## config.mk

```make
export PLATFORM = sky130hd
export DESIGN_NAME = bsgp_isqrt
export DESIGN_NICKNAME = d
export VERILOG_FILES = /design/src/rtl/bsgp_pkg.sv /design/src/rtl/bsgp_isqrt.sv
export SDC_FILE = /design/constraint.sdc
export NUM_CORES = 1
export LEC_CHECK = 0
export BUFFER_PORTS_ARGS = -buffer_cell sky130_fd_sc_hd__buf_4
export CORE_ASPECT_RATIO = 1.2
export CORE_MARGIN = 5
export CORE_UTILIZATION = 35
export DETAILED_ROUTE_END_ITERATION = 6
export SLEW_MARGIN = 20
export SYNTH_ARGS = -nofsm -noshare
export SYNTH_HDL_FRONTEND = slang
export SYNTH_SLANG_ARGS = --single-unit
```

## constraint.sdc

```tcl
create_clock -name clk_i -period 3 [get_ports clk_i]
set_clock_uncertainty 0.15 [all_clocks]
set_input_delay 0.15 -clock clk_i [delete_from_list [all_inputs] [get_ports clk_i]]
set_output_delay 0.15 -clock clk_i [all_outputs]
set_load 0.1 [all_outputs]
```

## src/rtl/bsgp_pkg.sv

```systemverilog
// Package for the bouncing spot gradient test-pattern generator.
// Holds raster defaults, field widths, reset values, operation and register codes, shared types and a clamp function.
// No dependencies.
`timescale 1ns / 1ps

package bsgp_pkg;

  // Raster defaults and pattern constants.
  localparam int DEF_WIDTH    = 1920;
  localparam int DEF_HEIGHT   = 1080;
  localparam int MID_LEVEL    = 32000;
  localparam int START_MARGIN = 5;

  // Field widths.
  localparam int OP_W        = 2;
  localparam int COORD_W     = 11;
  localparam int RADIUS_W    = 8;
  localparam int DELTA_W     = 15;
  localparam int VEL_W       = 15;
  localparam int SPD_W       = 16;
  localparam int CHAN_W      = 16;
  localparam int SUM_W       = 18;
  localparam int CFG_W       = 15;
  localparam int CFG_IDX_W   = 2;
  localparam int N_ANCHOR    = 6;
  localparam int IN_TDATA_W  = 24;
  localparam int OUT_TDATA_W = 72;

  // Register reset values.
  localparam logic [RADIUS_W-1:0]      RADIUS_RST = 8'd25;
  localparam logic [DELTA_W-1:0]       DELTA_RST  = 15'd0;
  localparam logic signed [VEL_W-1:0]  VELX_RST   = 15'sd683;
  localparam logic signed [VEL_W-1:0]  VELY_RST   = -15'sd1153;

  // Operation codes carried in the input transfer.
  typedef enum logic [OP_W-1:0] {
    OP_RESTART = 2'd0,
    OP_ADVANCE = 2'd1,
    OP_PIXEL   = 2'd2,
    OP_IDLE    = 2'd3
  } op_e;

  // Configuration register indexes.
  typedef enum logic [CFG_IDX_W-1:0] {
    CFG_RADIUS = 2'd0,
    CFG_DELTA  = 2'd1,
    CFG_VELX   = 2'd2,
    CFG_VELY   = 2'd3
  } cfg_idx_e;

  // Per-item control that travels alongside the arithmetic pipeline.
  typedef struct packed {
    logic                valid;
    op_e                 op;
    logic [COORD_W-1:0]  cx;
    logic [COORD_W-1:0]  cy;
    logic                in_spot;
    logic [N_ANCHOR-1:0] anear;
    logic [N_ANCHOR-1:0] dz;
  } side_t;

  // Clamp a signed channel sum to the 16-bit code range.
  function automatic logic [CHAN_W-1:0] sat16(input logic signed [SUM_W-1:0] v);
    logic [CHAN_W-1:0] res;
    if (v < 0) begin
      res = '0;
    end else if (v > $signed(SUM_W'(65535))) begin
      res = '1;
    end else begin
      res = v[CHAN_W-1:0];
    end
    return res;
  endfunction

endpackage

```

## src/rtl/bsgp_isqrt.sv

```systemverilog
// Pipelined integer square root, one result bit per register stage.
// Imports bsgp_pkg, though the default root width is a local parameter.
`timescale 1ns / 1ps

module bsgp_isqrt import bsgp_pkg::*; #(
  parameter int RW = 20
) (
  input  logic            clk_i,
  input  logic            en_i,
  input  logic [2*RW-1:0] rad_i,
  output logic [RW-1:0]   root_o
);

  logic [RW+1:0]   rem_q  [RW];
  logic [RW-1:0]   root_q [RW];
  logic [2*RW-1:0] rad_q  [RW];

  logic [RW+1:0]   rem_d  [RW];
  logic [RW-1:0]   root_d [RW];
  logic [2*RW-1:0] rad_d  [RW];

  // Each stage brings down two radicand bits and tries one root bit.
  always_comb begin
    logic [RW+1:0]   rin;
    logic [RW-1:0]   oin;
    logic [2*RW-1:0] vin;
    logic [RW+3:0]   ext;
    logic [RW+3:0]   trial;
    for (int s = 0; s < RW; s++) begin
      if (s == 0) begin
        rin = '0;
        oin = '0;
        vin = rad_i;
      end else begin
        rin = rem_q[s-1];
        oin = root_q[s-1];
        vin = rad_q[s-1];
      end
      ext   = {rin, vin[2*(RW-1-s) +: 2]};
      trial = (RW+4)'({oin, 2'b01});
      if (ext >= trial) begin
        rem_d[s]  = (RW+2)'(ext - trial);
        root_d[s] = {oin[RW-2:0], 1'b1};
      end else begin
        rem_d[s]  = (RW+2)'(ext);
        root_d[s] = {oin[RW-2:0], 1'b0};
      end
      rad_d[s] = vin;
    end
  end

  // Stage registers advance together under the pipeline enable.
  always_ff @(posedge clk_i) begin
    if (en_i) begin
      for (int s = 0; s < RW; s++) begin
        rem_q[s]  <= rem_d[s];
        root_q[s] <= root_d[s];
        rad_q[s]  <= rad_d[s];
      end
    end
  end

  assign root_o = root_q[RW-1];

endmodule

```

# == After elaboration in Yosys (flattened, before gate mapping) ==
# Memories as Yosys holds them, arrays and structs flattened.
# Index checks and enable logic that the tools add are counted.
# word_totals
out_inout_bits,20
word_cells,85
n_memories,3
ff_bits,0
ram_bits,1640
# classes
n_lt_le_gt_ge,20
add_sub_neg,20
mux,42
# mem_list
name,depth,word_bits,read_ports,rd_clocked_by_memory_dff,write_ports,line,text
rad_q,20,40,19,0,20,bsgp_isqrt.sv:16,logic [2*RW-1:0] rad_q [RW];
rem_q,20,22,19,0,20,bsgp_isqrt.sv:14,logic [RW+1:0] rem_q [RW];
root_q,20,20,20,0,20,bsgp_isqrt.sv:15,logic [RW-1:0] root_q [RW];
# ops
op,count
$ge A24 B22 Y1,19
$mux W22,20
$sub A22 B22 Y22,19
$mux W1,22
$sub A2 B1 Y3 const B,1
$ge A2 B1 Y1 const B,1

# == Longest topological paths before layout ==
# An unclocked memory read counts as a cell.
# logic_depth
ltp_word,3
mapped_depth,12
mapped_depth_nobuf,11

# == Least setup slack after synthesis ==
# No wires, ideal clock.
# synth_path
kind,register to register
start,memory rem_q[15][0] (netlist bit)
end,memory rem_q[16][4] (netlist bit) (data pin)
t_arrival_ns,2.781
setup_ns,0.260
synth_period_minus_slack_ns,3.191
setup_slack_ns,-0.191
path_stages_with_launch,10
cell_sequence,edfxtp_1 > ha_1 > nor2b_1 > o31a_1 > o41a_1 > nor2_1 > o21ai_0 > a311oi_1 > clkbuf_1 > mux2_2
# synth_rtl
item,line
"start, declared",bsgp_isqrt.sv:14

==> out/summary.txt <==
Area leader, netlist -> edfxtp_1
Pwr/cell area -> 669 nW/um^2
Static Leakage -> 20.7 nW
Fmax -> 318 MHz
Most common cell in the netlist -> edfxtp_1
Setup WS post-layout -> -145 ps
Commonest cells in the netlist -> edfxtp_1 (980), inv_1 (286), nand2_1 (263)
H-tree Lvls -> 3
Post-Syn Area -> 45,100 um^2
Pre-CTS WS -> -229 ps
Initial Util -> 0.352
CP required -> 3260 ps
Antenna violations before repair -> 0
# diodes -> 0
Ys async rst share -> 0
Unique masters post-synth -> 76
Post-DP HPWL -> 57.1 mm
Buf/Inv on CP -> 1
DRT Wirelength -> 80.1 mm
Residual DRC -> 1
Final period util -> 1.05
Gr ovfl total -> 0
Gpl congestion -> 0.881
Critical Path Fanout Max -> 5
Final net count -> 4,162
I/O pin count -> 62
Via density -> 4.78
Avg WL per Cell -> 14.2 um
Worst-path clk slew -> 60 ps
Synth Register Bits -> 980
PortBufs -> 61
Clock Tree Root -> clkbuf_16
Clock Path Buffers -> 3
Worst hold slack -> 175 ps
CP delay by family, top -> simple AND/OR/NAND/NOR gates
# setup viols final -> 22
Slew HR -> 0.538
CP max-delay cell -> or4_4
Core outline area -> 128,000 um^2
P&R area growth vs syn -> 20.4%
Seq/Total Area, Yosys -> 0.653
Status -> finished with violations
Cell Chain, Critical Path -> or3_4, or3_4, or3_4, or4_4, nor4_4, nor2b_1, buf_4, mux2_4
Worst-skew pair later-pin latency -> 700 ps
Post-synth EDFFs -> 980
GRT Total Usage -> 0.114
CTS tree -> built
Peak VDD IR -> 0.000746 V
Startpoint type of the worst setup path -> flop
Vias in the first global route -> 28.0k
Die H -> 403 um
Final antenna-violating net count -> 0
Slew Limit Fails -> 0
Rows -> 144
Worst Hold Class -> input pin to flop
Clock sinks -> 980
Largest net degree at the start of global routing -> 131
Num CTS Buffers -> 100
Count of final hold-check violations -> 0
Most used DFF post-synth -> edfxtp_1
Slowest stage delay, CP -> 440 ps
Design Power -> 36.3 mW
Critical path endpoint category -> flop
Crit path DAT -> 3410 ps
Setup_tns -> -1540 ps
Min Tclk post-route -> 3150 ps
Slew @ Worst Pin -> 688 ps
Failing checks -> DRC, setup timing
Mapped Avg Cell Area -> 13.2 um^2
Critical Path Most Common Cell -> or3_4
RSZ-0062 raised after global routing -> yes
Layout cells sized above 1 -> 0.152
Max cap viols -> 0
First-pass GRT wire length -> 129 mm
Post-synthesis cell count -> 3,419
Most area-consuming cells after synthesis -> edfxtp_1 (65%), ha_1 (6.4%), xor2_1 (3.1%), xnor2_1 (2.9%), o21ai_0 (2.4%)
Vias -> 27.0k
DR pass1 iterations -> 6
Die area -> 136,000 um^2
Share of the synthesized area in the top cell type -> 0.653
Synth warnings -> 0
Final design utilization -> 0.423
Number of DRC markers in iteration 0 -> 955
Post-Syn Nets -> 3,692
Die Span X -> 338 um
WS Path Type -> flop to flop
-- cell families after synthesis --
family,after synthesis,synth area share
flops,980,0.653
simple gates,863,0.0955
compound gates,659,0.0890
buf+inv,336,0.0284
xor+xnor,309,0.0601
fa+ha+maj,231,0.0642
mux,40,0.00969
other cells,1,0.0000832
-- layout make-up --
| cell class | count | area, um^2 |
|---|---|---|
| fillers | 11663 | 73900 |
| flip-flops and latches | 980 | 29400 |
| multi-input cells | 2103 | 14900 |
| repair buffers | 417 | 3640 |
| clock buffers | 126 | 2620 |
| well taps | 1679 | 2100 |
| inverters | 287 | 1080 |
| clock inverters | 55 | 509 |
-- cells in the final DEF (no fill, tap or decap), types with 43 or more instances in the layout --
| master | synthesis | final |
|---|---|---|
| buf_4 | 1 | 310 |
| nand2_1 | 263 | 261 |
| edfxtp_1 | 980 | 980 |
| a21o_1 | 54 | 53 |
| clkbuf_16 | 0 | 103 |
| a21oi_1 | 182 | 176 |
| o21ai_0 | 220 | 201 |
| nand3_1 | 54 | 54 |
| nand2b_1 | 43 | 43 |
| nor2_1 | 174 | 170 |
| dlygate4sd3_1 | 0 | 80 |
| nor3_1 | 77 | 69 |
| ha_1 | 231 | 226 |
| inv_1 | 286 | 285 |
| xnor2_1 | 147 | 146 |
| o21a_1 | 47 | 47 |
| xor2_1 | 162 | 162 |
-- routing by layer --
layer / up-vias / GRT usage / part of all wire
met5: - / 0 / 0
met4: 0 / 0.0616 / 0.051
met3: 244 / 0.0211 / 0.031
met2: 378 / 0.238 / 0.58
met1: 12790 / 0.100 / 0.33
li1: 13568 / - / -
-- power breakdown --
part / switching [mW] / internal, mW
clock: 5.10 / 6.79
sequential: 0.815 / 17.1
combinational: 3.49 / 3.02
-- timing repair --
item,in CTS,in global routing
gates cloned,0,2
endpoints found under the hold margin,292,0
buffers inserted,1,18
hold buffers,80,0
gates resized for setup,16,84
pin swaps,2,27
setup endpoints to repair,66,182
-- path summary, 6_finish.rpt --
kind | end | startpoint | cells past startpoint | slack (ps)
worst min register to register | rad_q[10][7]$_DFFE_PP_ | rad_q[9][7]$_DFFE_PP_ | 0 | 250
worst min-delay path | rem_q[0][0]$_DFFE_PP_ | rad_i[38] | 3 | 170
worst max-delay path | rem_q[6][5]$_DFFE_PP_ | rem_q[5][8]$_DFFE_PP_ | 8 | -150
worst max register to register | rem_q[6][5]$_DFFE_PP_ | rem_q[5][8]$_DFFE_PP_ | 8 | -150
-- stage by stage --
| stage | cell area [um^2] | std cells |
|---|---|---|
| 4_1_cts | 53700 | 5627 |
| 3_3_place_gp | 49700 | 5365 |
| 3_5_place_dp | 49700 | 5365 |
| 5_1_grt | 54200 | 5647 |
| 2_1_floorplan | 45100 | 3419 |
| 6_report | 54200 | 5647 |
-- worst reg2reg max path: cells and delay by family, from the launching register on --
kind | cells | cell delay (ps)
mux | 1 | 290
buf+inv | 1 | 150
simple gates | 6 | 1910
flops | 1 | 380
-- sequential cells by signal, indices dropped and copies added (netlist names) --
name,cells
rem_q,390
root_q,210
rad_q,380
Power figures use the tool's default switching activity.
