<file path="src/rtl/bsgp_pkg.sv">
// Package for the bouncing spot gradient test-pattern generator.
// Holds raster defaults, field widths, reset values, operation and register codes, shared types and a clamp function.
// No dependencies.
`timescale 1ns / 1ps

package bsgp_pkg;

  // Raster defaults and pattern constants.
  localparam int DEF_WIDTH    = 1920;
  localparam int DEF_HEIGHT   = 1080;
  localparam int MID_LEVEL    = 32000;
  localparam int START_MARGIN = 5;

  // Field widths.
  localparam int OP_W        = 2;
  localparam int COORD_W     = 11;
  localparam int RADIUS_W    = 8;
  localparam int DELTA_W     = 15;
  localparam int VEL_W       = 15;
  localparam int SPD_W       = 16;
  localparam int CHAN_W      = 16;
  localparam int SUM_W       = 18;
  localparam int CFG_W       = 15;
  localparam int CFG_IDX_W   = 2;
  localparam int N_ANCHOR    = 6;
  localparam int IN_TDATA_W  = 24;
  localparam int OUT_TDATA_W = 72;

  // Register reset values.
  localparam logic [RADIUS_W-1:0]      RADIUS_RST = 8'd25;
  localparam logic [DELTA_W-1:0]       DELTA_RST  = 15'd0;
  localparam logic signed [VEL_W-1:0]  VELX_RST   = 15'sd683;
  localparam logic signed [VEL_W-1:0]  VELY_RST   = -15'sd1153;

  // Operation codes carried in the input transfer.
  typedef enum logic [OP_W-1:0] {
    OP_RESTART = 2'd0,
    OP_ADVANCE = 2'd1,
    OP_PIXEL   = 2'd2,
    OP_IDLE    = 2'd3
  } op_e;

  // Configuration register indexes.
  typedef enum logic [CFG_IDX_W-1:0] {
    CFG_RADIUS = 2'd0,
    CFG_DELTA  = 2'd1,
    CFG_VELX   = 2'd2,
    CFG_VELY   = 2'd3
  } cfg_idx_e;

  // Per-item control that travels alongside the arithmetic pipeline.
  typedef struct packed {
    logic                valid;
    op_e                 op;
    logic [COORD_W-1:0]  cx;
    logic [COORD_W-1:0]  cy;
    logic                in_spot;
    logic [N_ANCHOR-1:0] anear;
    logic [N_ANCHOR-1:0] dz;
  } side_t;

  // Clamp a signed channel sum to the 16-bit code range.
  function automatic logic [CHAN_W-1:0] sat16(input logic signed [SUM_W-1:0] v);
    logic [CHAN_W-1:0] res;
    if (v < 0) begin
      res = '0;
    end else if (v > $signed(SUM_W'(65535))) begin
      res = '1;
    end else begin
      res = v[CHAN_W-1:0];
    end
    return res;
  endfunction

endpackage

</file>
<file path="src/rtl/bsgp_div.sv">
// Pipelined restoring divider, one quotient bit per register stage.
// Depends on bsgp_pkg for the default quotient width; the quotient must fit in QW bits.
`timescale 1ns / 1ps

module bsgp_div import bsgp_pkg::*; #(
  parameter int NW = 36,
  parameter int DW = 21,
  parameter int QW = DELTA_W
) (
  input  logic          clk_i,
  input  logic          en_i,
  input  logic [NW-1:0] num_i,
  input  logic [DW-1:0] den_i,
  output logic [QW-1:0] quo_o
);

  localparam int TW = (NW > DW + QW) ? NW : DW + QW;

  logic [NW-1:0] rem_q [QW];
  logic [DW-1:0] den_q [QW];
  logic [QW-1:0] quo_q [QW];

  logic [NW-1:0] rem_d [QW];
  logic [DW-1:0] den_d [QW];
  logic [QW-1:0] quo_d [QW];

  // Stage s decides quotient bit QW-1-s against the shifted divisor.
  always_comb begin
    logic [NW-1:0] rin;
    logic [DW-1:0] din;
    logic [QW-1:0] qin;
    logic [TW-1:0] trial;
    for (int s = 0; s < QW; s++) begin
      if (s == 0) begin
        rin = num_i;
        din = den_i;
        qin = '0;
      end else begin
        rin = rem_q[s-1];
        din = den_q[s-1];
        qin = quo_q[s-1];
      end
      trial = TW'(din) << (QW - 1 - s);
      quo_d[s] = qin;
      if (TW'(rin) >= trial) begin
        rem_d[s] = NW'(TW'(rin) - trial);
        quo_d[s][QW-1-s] = 1'b1;
      end else begin
        rem_d[s] = rin;
      end
      den_d[s] = din;
    end
  end

  always_ff @(posedge clk_i) begin
    if (en_i) begin
      for (int s = 0; s < QW; s++) begin
        rem_q[s] <= rem_d[s];
        den_q[s] <= den_d[s];
        quo_q[s] <= quo_d[s];
      end
    end
  end

  assign quo_o = quo_q[QW-1];

endmodule

</file>
<file path="config.mk">
export PLATFORM = sky130hd
export DESIGN_NAME = bsgp_div
export DESIGN_NICKNAME = d
export VERILOG_FILES = /design/src/rtl/bsgp_pkg.sv /design/src/rtl/bsgp_div.sv
export SDC_FILE = /design/constraint.sdc
export NUM_CORES = 2
export LEC_CHECK = 0
export BUFFER_PORTS_ARGS = -buffer_cell sky130_fd_sc_hd__buf_2
export CAP_MARGIN = 20
export CORE_ASPECT_RATIO = 1.5
export CORE_MARGIN = 2
export CORE_UTILIZATION = 40
export CTS_BUF_LIST = sky130_fd_sc_hd__clkbuf_8
export CTS_CLUSTER_SIZE = 10
export DETAILED_ROUTE_END_ITERATION = 7
export GPL_ROUTABILITY_DRIVEN = 0
export PLACE_DENSITY = 0.59
export SLEW_MARGIN = 20
export SYNTH_ARGS = -nofsm -noshare
export SYNTH_HDL_FRONTEND = slang
export SYNTH_SLANG_ARGS = --single-unit
</file>
<file path="constraint.sdc">
create_clock -name clk_i -period 10.6 [get_ports clk_i]
set_input_delay 1.59 -clock clk_i [delete_from_list [all_inputs] [get_ports clk_i]]
set_output_delay 1.59 -clock clk_i [all_outputs]
set_load 0.05 [all_outputs]
</file>
Word level (Yosys, flattened, before mapping)
Memories as Yosys holds them, arrays and structs flattened.
Index checks and enable logic that the tools add are counted.
- RAM bits: 1080
- flip-flop bits (word level): 0
- memories: 3
- input port bits: 59
- memory list (name ; words ; width ; rd ports ; clocked after memory_dff ; wr ports ; line ; text):
    rem_q ; 15 ; 36 ; 14 ; 0 ; 15 ; bsgp_div.sv:19 ; logic [NW-1:0] rem_q [QW];
    den_q ; 15 ; 21 ; 14 ; 0 ; 15 ; bsgp_div.sv:20 ; logic [DW-1:0] den_q [QW];
    quo_q ; 15 ; 15 ; 15 ; 0 ; 15 ; bsgp_div.sv:21 ; logic [QW-1:0] quo_q [QW];
- muxes and demuxes: 32
- add/sub/neg operators: 15
- order comparisons: 15
- operator list (operator ; count):
    36-bit 2-to-1 mux ; 15
    36-bit by 21-bit >= comparator with 1-bit output ; 1
    36-bit by 22-bit >= comparator with 1-bit output ; 1
    36-bit by 23-bit >= comparator with 1-bit output ; 1
    36-bit by 24-bit >= comparator with 1-bit output ; 1
    36-bit by 25-bit >= comparator with 1-bit output ; 1
    36-bit by 26-bit >= comparator with 1-bit output ; 1
    36-bit by 27-bit >= comparator with 1-bit output ; 1
    36-bit by 28-bit >= comparator with 1-bit output ; 1
    36-bit by 29-bit >= comparator with 1-bit output ; 1
    36-bit by 30-bit >= comparator with 1-bit output ; 1
    36-bit by 31-bit >= comparator with 1-bit output ; 1
    36-bit by 32-bit >= comparator with 1-bit output ; 1
    36-bit by 33-bit >= comparator with 1-bit output ; 1
    36-bit by 34-bit >= comparator with 1-bit output ; 1
    36-bit by 35-bit >= comparator with 1-bit output ; 1
    36-bit by 21-bit subtractor with 36-bit output ; 1
    36-bit by 22-bit subtractor with 36-bit output ; 1
    36-bit by 23-bit subtractor with 36-bit output ; 1
    36-bit by 24-bit subtractor with 36-bit output ; 1
    36-bit by 25-bit subtractor with 36-bit output ; 1
    36-bit by 26-bit subtractor with 36-bit output ; 1
    36-bit by 27-bit subtractor with 36-bit output ; 1
    36-bit by 28-bit subtractor with 36-bit output ; 1
    other kinds (8) ; 24

Depth between registers and ports, before layout
An unclocked memory read counts as a cell.
- depth after elaboration: 3
- mapped depth: 15

Worst setup path before layout
Ideal clock, no wire load.
- path type: input to register
- start: input port den_i[2]
- end: memory rem_q[0][34] (data pin)
- stages: 13
- setup time: 0.260 ns
- slack: 5.576 ns
- required time: 10.340 ns
- arrival time: 4.764 ns
- cells stage by stage: inv_1 -> ha_1 -> nor2b_1 -> o31a_1 -> or4_1 -> a211o_1 -> o311a_1 -> a2111oi_4 -> o31ai_1 -> a2111o_1 -> buf_4 -> buf_6 -> mux2_4
- RTL lines (element ; line ; text):
    start: declaration ; bsgp_div.sv:13 ; input logic [DW-1:0] den_i,
    end: declaration ; bsgp_div.sv:19 ;

==> results.toml <==
[floorplan]
io_pins = 74
die_height_um = 431
die_x_um = 289
rows = 156
die_area_um2 = 125000
core_area_um2 = 121000
initial_core_util = 0.404

[synthesis]
syn-num-nets = 4574
synth_edf_count = 918
synth_top_cell_by_area = "edfxtp_1"
ys_types = 75
avgSynthCellArea_um2 = 11.6
synth_top_area_frac = 0.566
async_flop_share = 0
syn_area_um2 = 48700
synth_area_leaders = "edfxtp_1, ha_1, xnor2_1, inv_1, a21oi_1"
ys_seq_area_frac = 0.566
yosysWarnings = 0
synthFlopType = "edfxtp_1"
synth-seq-cells = 918
synthCells = 4186

[worst_setup_path]
cp-start-kind = "input port"
rrSetupSlack_ps = 6210
reg2reg_depth = 12
cp-end-kind = "flip-flop"
worstSetupPathType = "in -> reg"
arrival_ps = 5300
timing.rr.end = "rem_q[0][209]"
cp_num_buf_inv = 3
worstReg2RegStart = "den_q[0][84]"
crit_required_ps = 11150
cp_slowest_stage_delay_ps = 490
timing.critical_path.mode_cell = "nor2b_1"
crit_path_max_fanout = 36
crit_slowest_cell = "or4_1"
worstPathCellList = "buf_2 > inv_1 > ha_1 > fa_1 > nor2b_1 > o31a_1 > or4_1 > a211o_1 > o311a_1 > a2111oi_4 > o31ai_1 > a2111o_1 > buf_4 > nor2b_1 > mux2_2"
path_delay_family = "compound AO/OA/AOI/OAI gates"

[clocking]
clockRootBuffer = "clkbuf_8"
cts_made_buffers = 149
clk_latency_ps = 830
cts_tree = "built"
cts_setup_buffers = 0
cts_sinks = 918
ctsHtreeMaxLevel = 4
path_clk_slew_ps = 60
cts_resized = 0
cts_buffer_depth = 3
ctsHoldBuffers = 0

[routing]
drc = 0
wl_per_cell_um = 15.4
firstDrtPassIters = 7
final_antenna_net_count = 0
vias_per_cell = 5.16
vias = 31191
drt_wl_total_um = 93200
dr.first_iter.drc_count = 1164

[power_and_ir_drop]
power.density_nw_per_um2 = 248
peakVddDrop_mv = 0.126
total_leakage_power_nw = 21.1

[final_layout]
fill_cells = 11141
layout.nets = 4742
layout-area-overhead-vs-synth_pct = 10.3
final_cells = 6048
drive_above_1_share = 0.0844

[place]
place_inst = 5783
detailed_place_hpwl_um = 70400
port_buffers = 73

[global_route]
grt_overflow = 0
track_usage = 0.151
met2_usage = 0.317
grt_pass1_wl_um = 152000
grt_max_degree = 155
grt_pass1_vias = 32808
antenna_found_initial = 2
met1_usage = 0.118
grt.met3_usage = 0.0271
top_usage_layer = "met2"

[flow_run]
drv_cap = 0

[worst_hold_path]
min_path_cells = 0
min_to = "quo_q[1][72]"
hp-start = "quo_q[1][57]"
hold_class = "reg -> reg"

[timing]
fmax_ghz = 0.211
relSlewSlack = 0.276
rsz0062_at_grt = "no"
slew_violations = 0
skew_ps = 36.5
hold_violations = 0
fin_crit_sh = 0.447
period_needed_ps = 4740
setup_violations = 0
fin_tns_setup_ps = 0
tightest_slew_ps = 1060

[status]
status = "finished, final reports clean"
[flip-flops by register name (all words and copies together), names as in the netlist]
signal and count:
rem_q 504, den_q 294, quo_q 120
[synth_stat cells (11+ instances only)]
cell and count:
xnor2_1 201, nand2b_1 53, nor4_1 41, o31a_1 11, or4_1 20, o21a_1 40
o211ai_1 17, a21boi_0 11, a31oi_1 35, a211o_1 11, a2111oi_0 11, nand3_1 71
nor4b_1 13, edfxtp_1 918, nand3b_1 15, or3_1 24, nand4_1 46, nor2_1 255
a211oi_1 25, ha_1 315, clkbuf_1 79, mux2_2 58, o31ai_1 31, and3_1 26
nand2_1 303, nor3_1 68, a21oi_1 294, o21bai_1 37, fa_1 14, inv_1 413
and2_1 13, o21ai_0 272, nor2b_1 46, a21o_1 138, xor2_1 137
[where the power goes]
group	internal [mW]	switching, mW
Combinational	2.19	2.78
Clock	1.45	1.35
Sequential	5.13	0.425
[cell type report]
cell class                      instances  area (um2)  share of cell area
Antenna cell                            2        5.00           0.0000932
Timing Repair Buffer                  102         618              0.0115
Clock inverter                        107         559              0.0104
Tap cell                             1580        1980              0.0368
Clock buffer                          156        2150              0.0400
Multi-Input combinational cell       2770       19300               0.359
Sequential cell                       918       27600               0.513
Inverter                              413        1550              0.0289
[worst max path at each step]
stage | cells after the start | from | to | slack, ps
2_1_floorplan | 13 | den_i[2] | rem_q[0][34] | 5580
3_3_place_gp | 15 | num_i[14] | rem_q[0][35] | 5070
3_5_place_dp | 15 | num_i[14] | rem_q[0][35] | 5030
4_1_cts | 15 | num_i[14] | rem_q[0][35] | 5960
5_1_grt | 15 | num_i[14] | rem_q[0][35] | 5830
6_report | 15 | num_i[14] | rem_q[0][35] | 5860
[layer usage]
layer  routed length [um]  share of wire  vias up
met3                 2840          0.031      338
met4                 6350          0.068        0
met2                54400           0.58      586
met1                29600           0.32    14559
li1                     -              -    15708
met5                    0              0        -
[cells in the final DEF, fill, tap and decap left out, types with 27 or more instances in the layout]
master / instances
a21o_1: 138
a21oi_1: 292
a31oi_1: 34
buf_2: 72
buf_4: 27
clkbuf_8: 156
clkinv_1: 36
edfxtp_1: 918
ha_1: 315
inv_1: 460
mux2_2: 58
nand2_1: 303
nand2b_1: 53
nand3_1: 71
nand4_1: 46
nor2_1: 255
nor2b_1: 46
nor3_1: 68
nor4_1: 40
o21a_1: 40
o21ai_0: 272
o21bai_1: 37
o31ai_1: 30
xnor2_1: 201
xor2_1: 137
[cell families after synthesis]
logic type	Yosys count	share of synthesized area
compound gates	1001	0.128
xor+xnor	338	0.0608
fa+ha+maj	329	0.0867
buf+inv	498	0.0388
flops	918	0.566
mux	62	0.0143
simple gates	1040	0.105
[worst reg2reg max path: stages, from the launching register on]
cell and delay [ps]:
edfxtp_1 390, ha_1 240, fa_1 400, nand2b_1 160, a21boi_0 260, o21ai_0 280, a2111oi_0 1010, nor2_1 210
a31oi_1 330, a21oi_1 160, o211ai_1 320, nor2_1 90, mux2_2 270
[per-stage QoR]
stage | cell area [um2] | setup slack, ps | hold slack, ps | power, mW | util
3_5_place_dp | 51000 | 5030 | 405 | 10.6 | 0.423
2_1_floorplan | 48700 | 5580 | 400 | 9.34 | -
3_3_place_gp | 51000 | 5070 | 401 | 10.5 | 0.423
4_1_cts | 53700 | 5960 | 399 | 13.4 | 0.445
6_report | 53700 | 5860 | 404 | 13.3 | 0.445
5_1_grt | 53700 | 5830 | 418 | 14.3 | 0.445
Note: power is estimated with default switching activity, not from simulation.
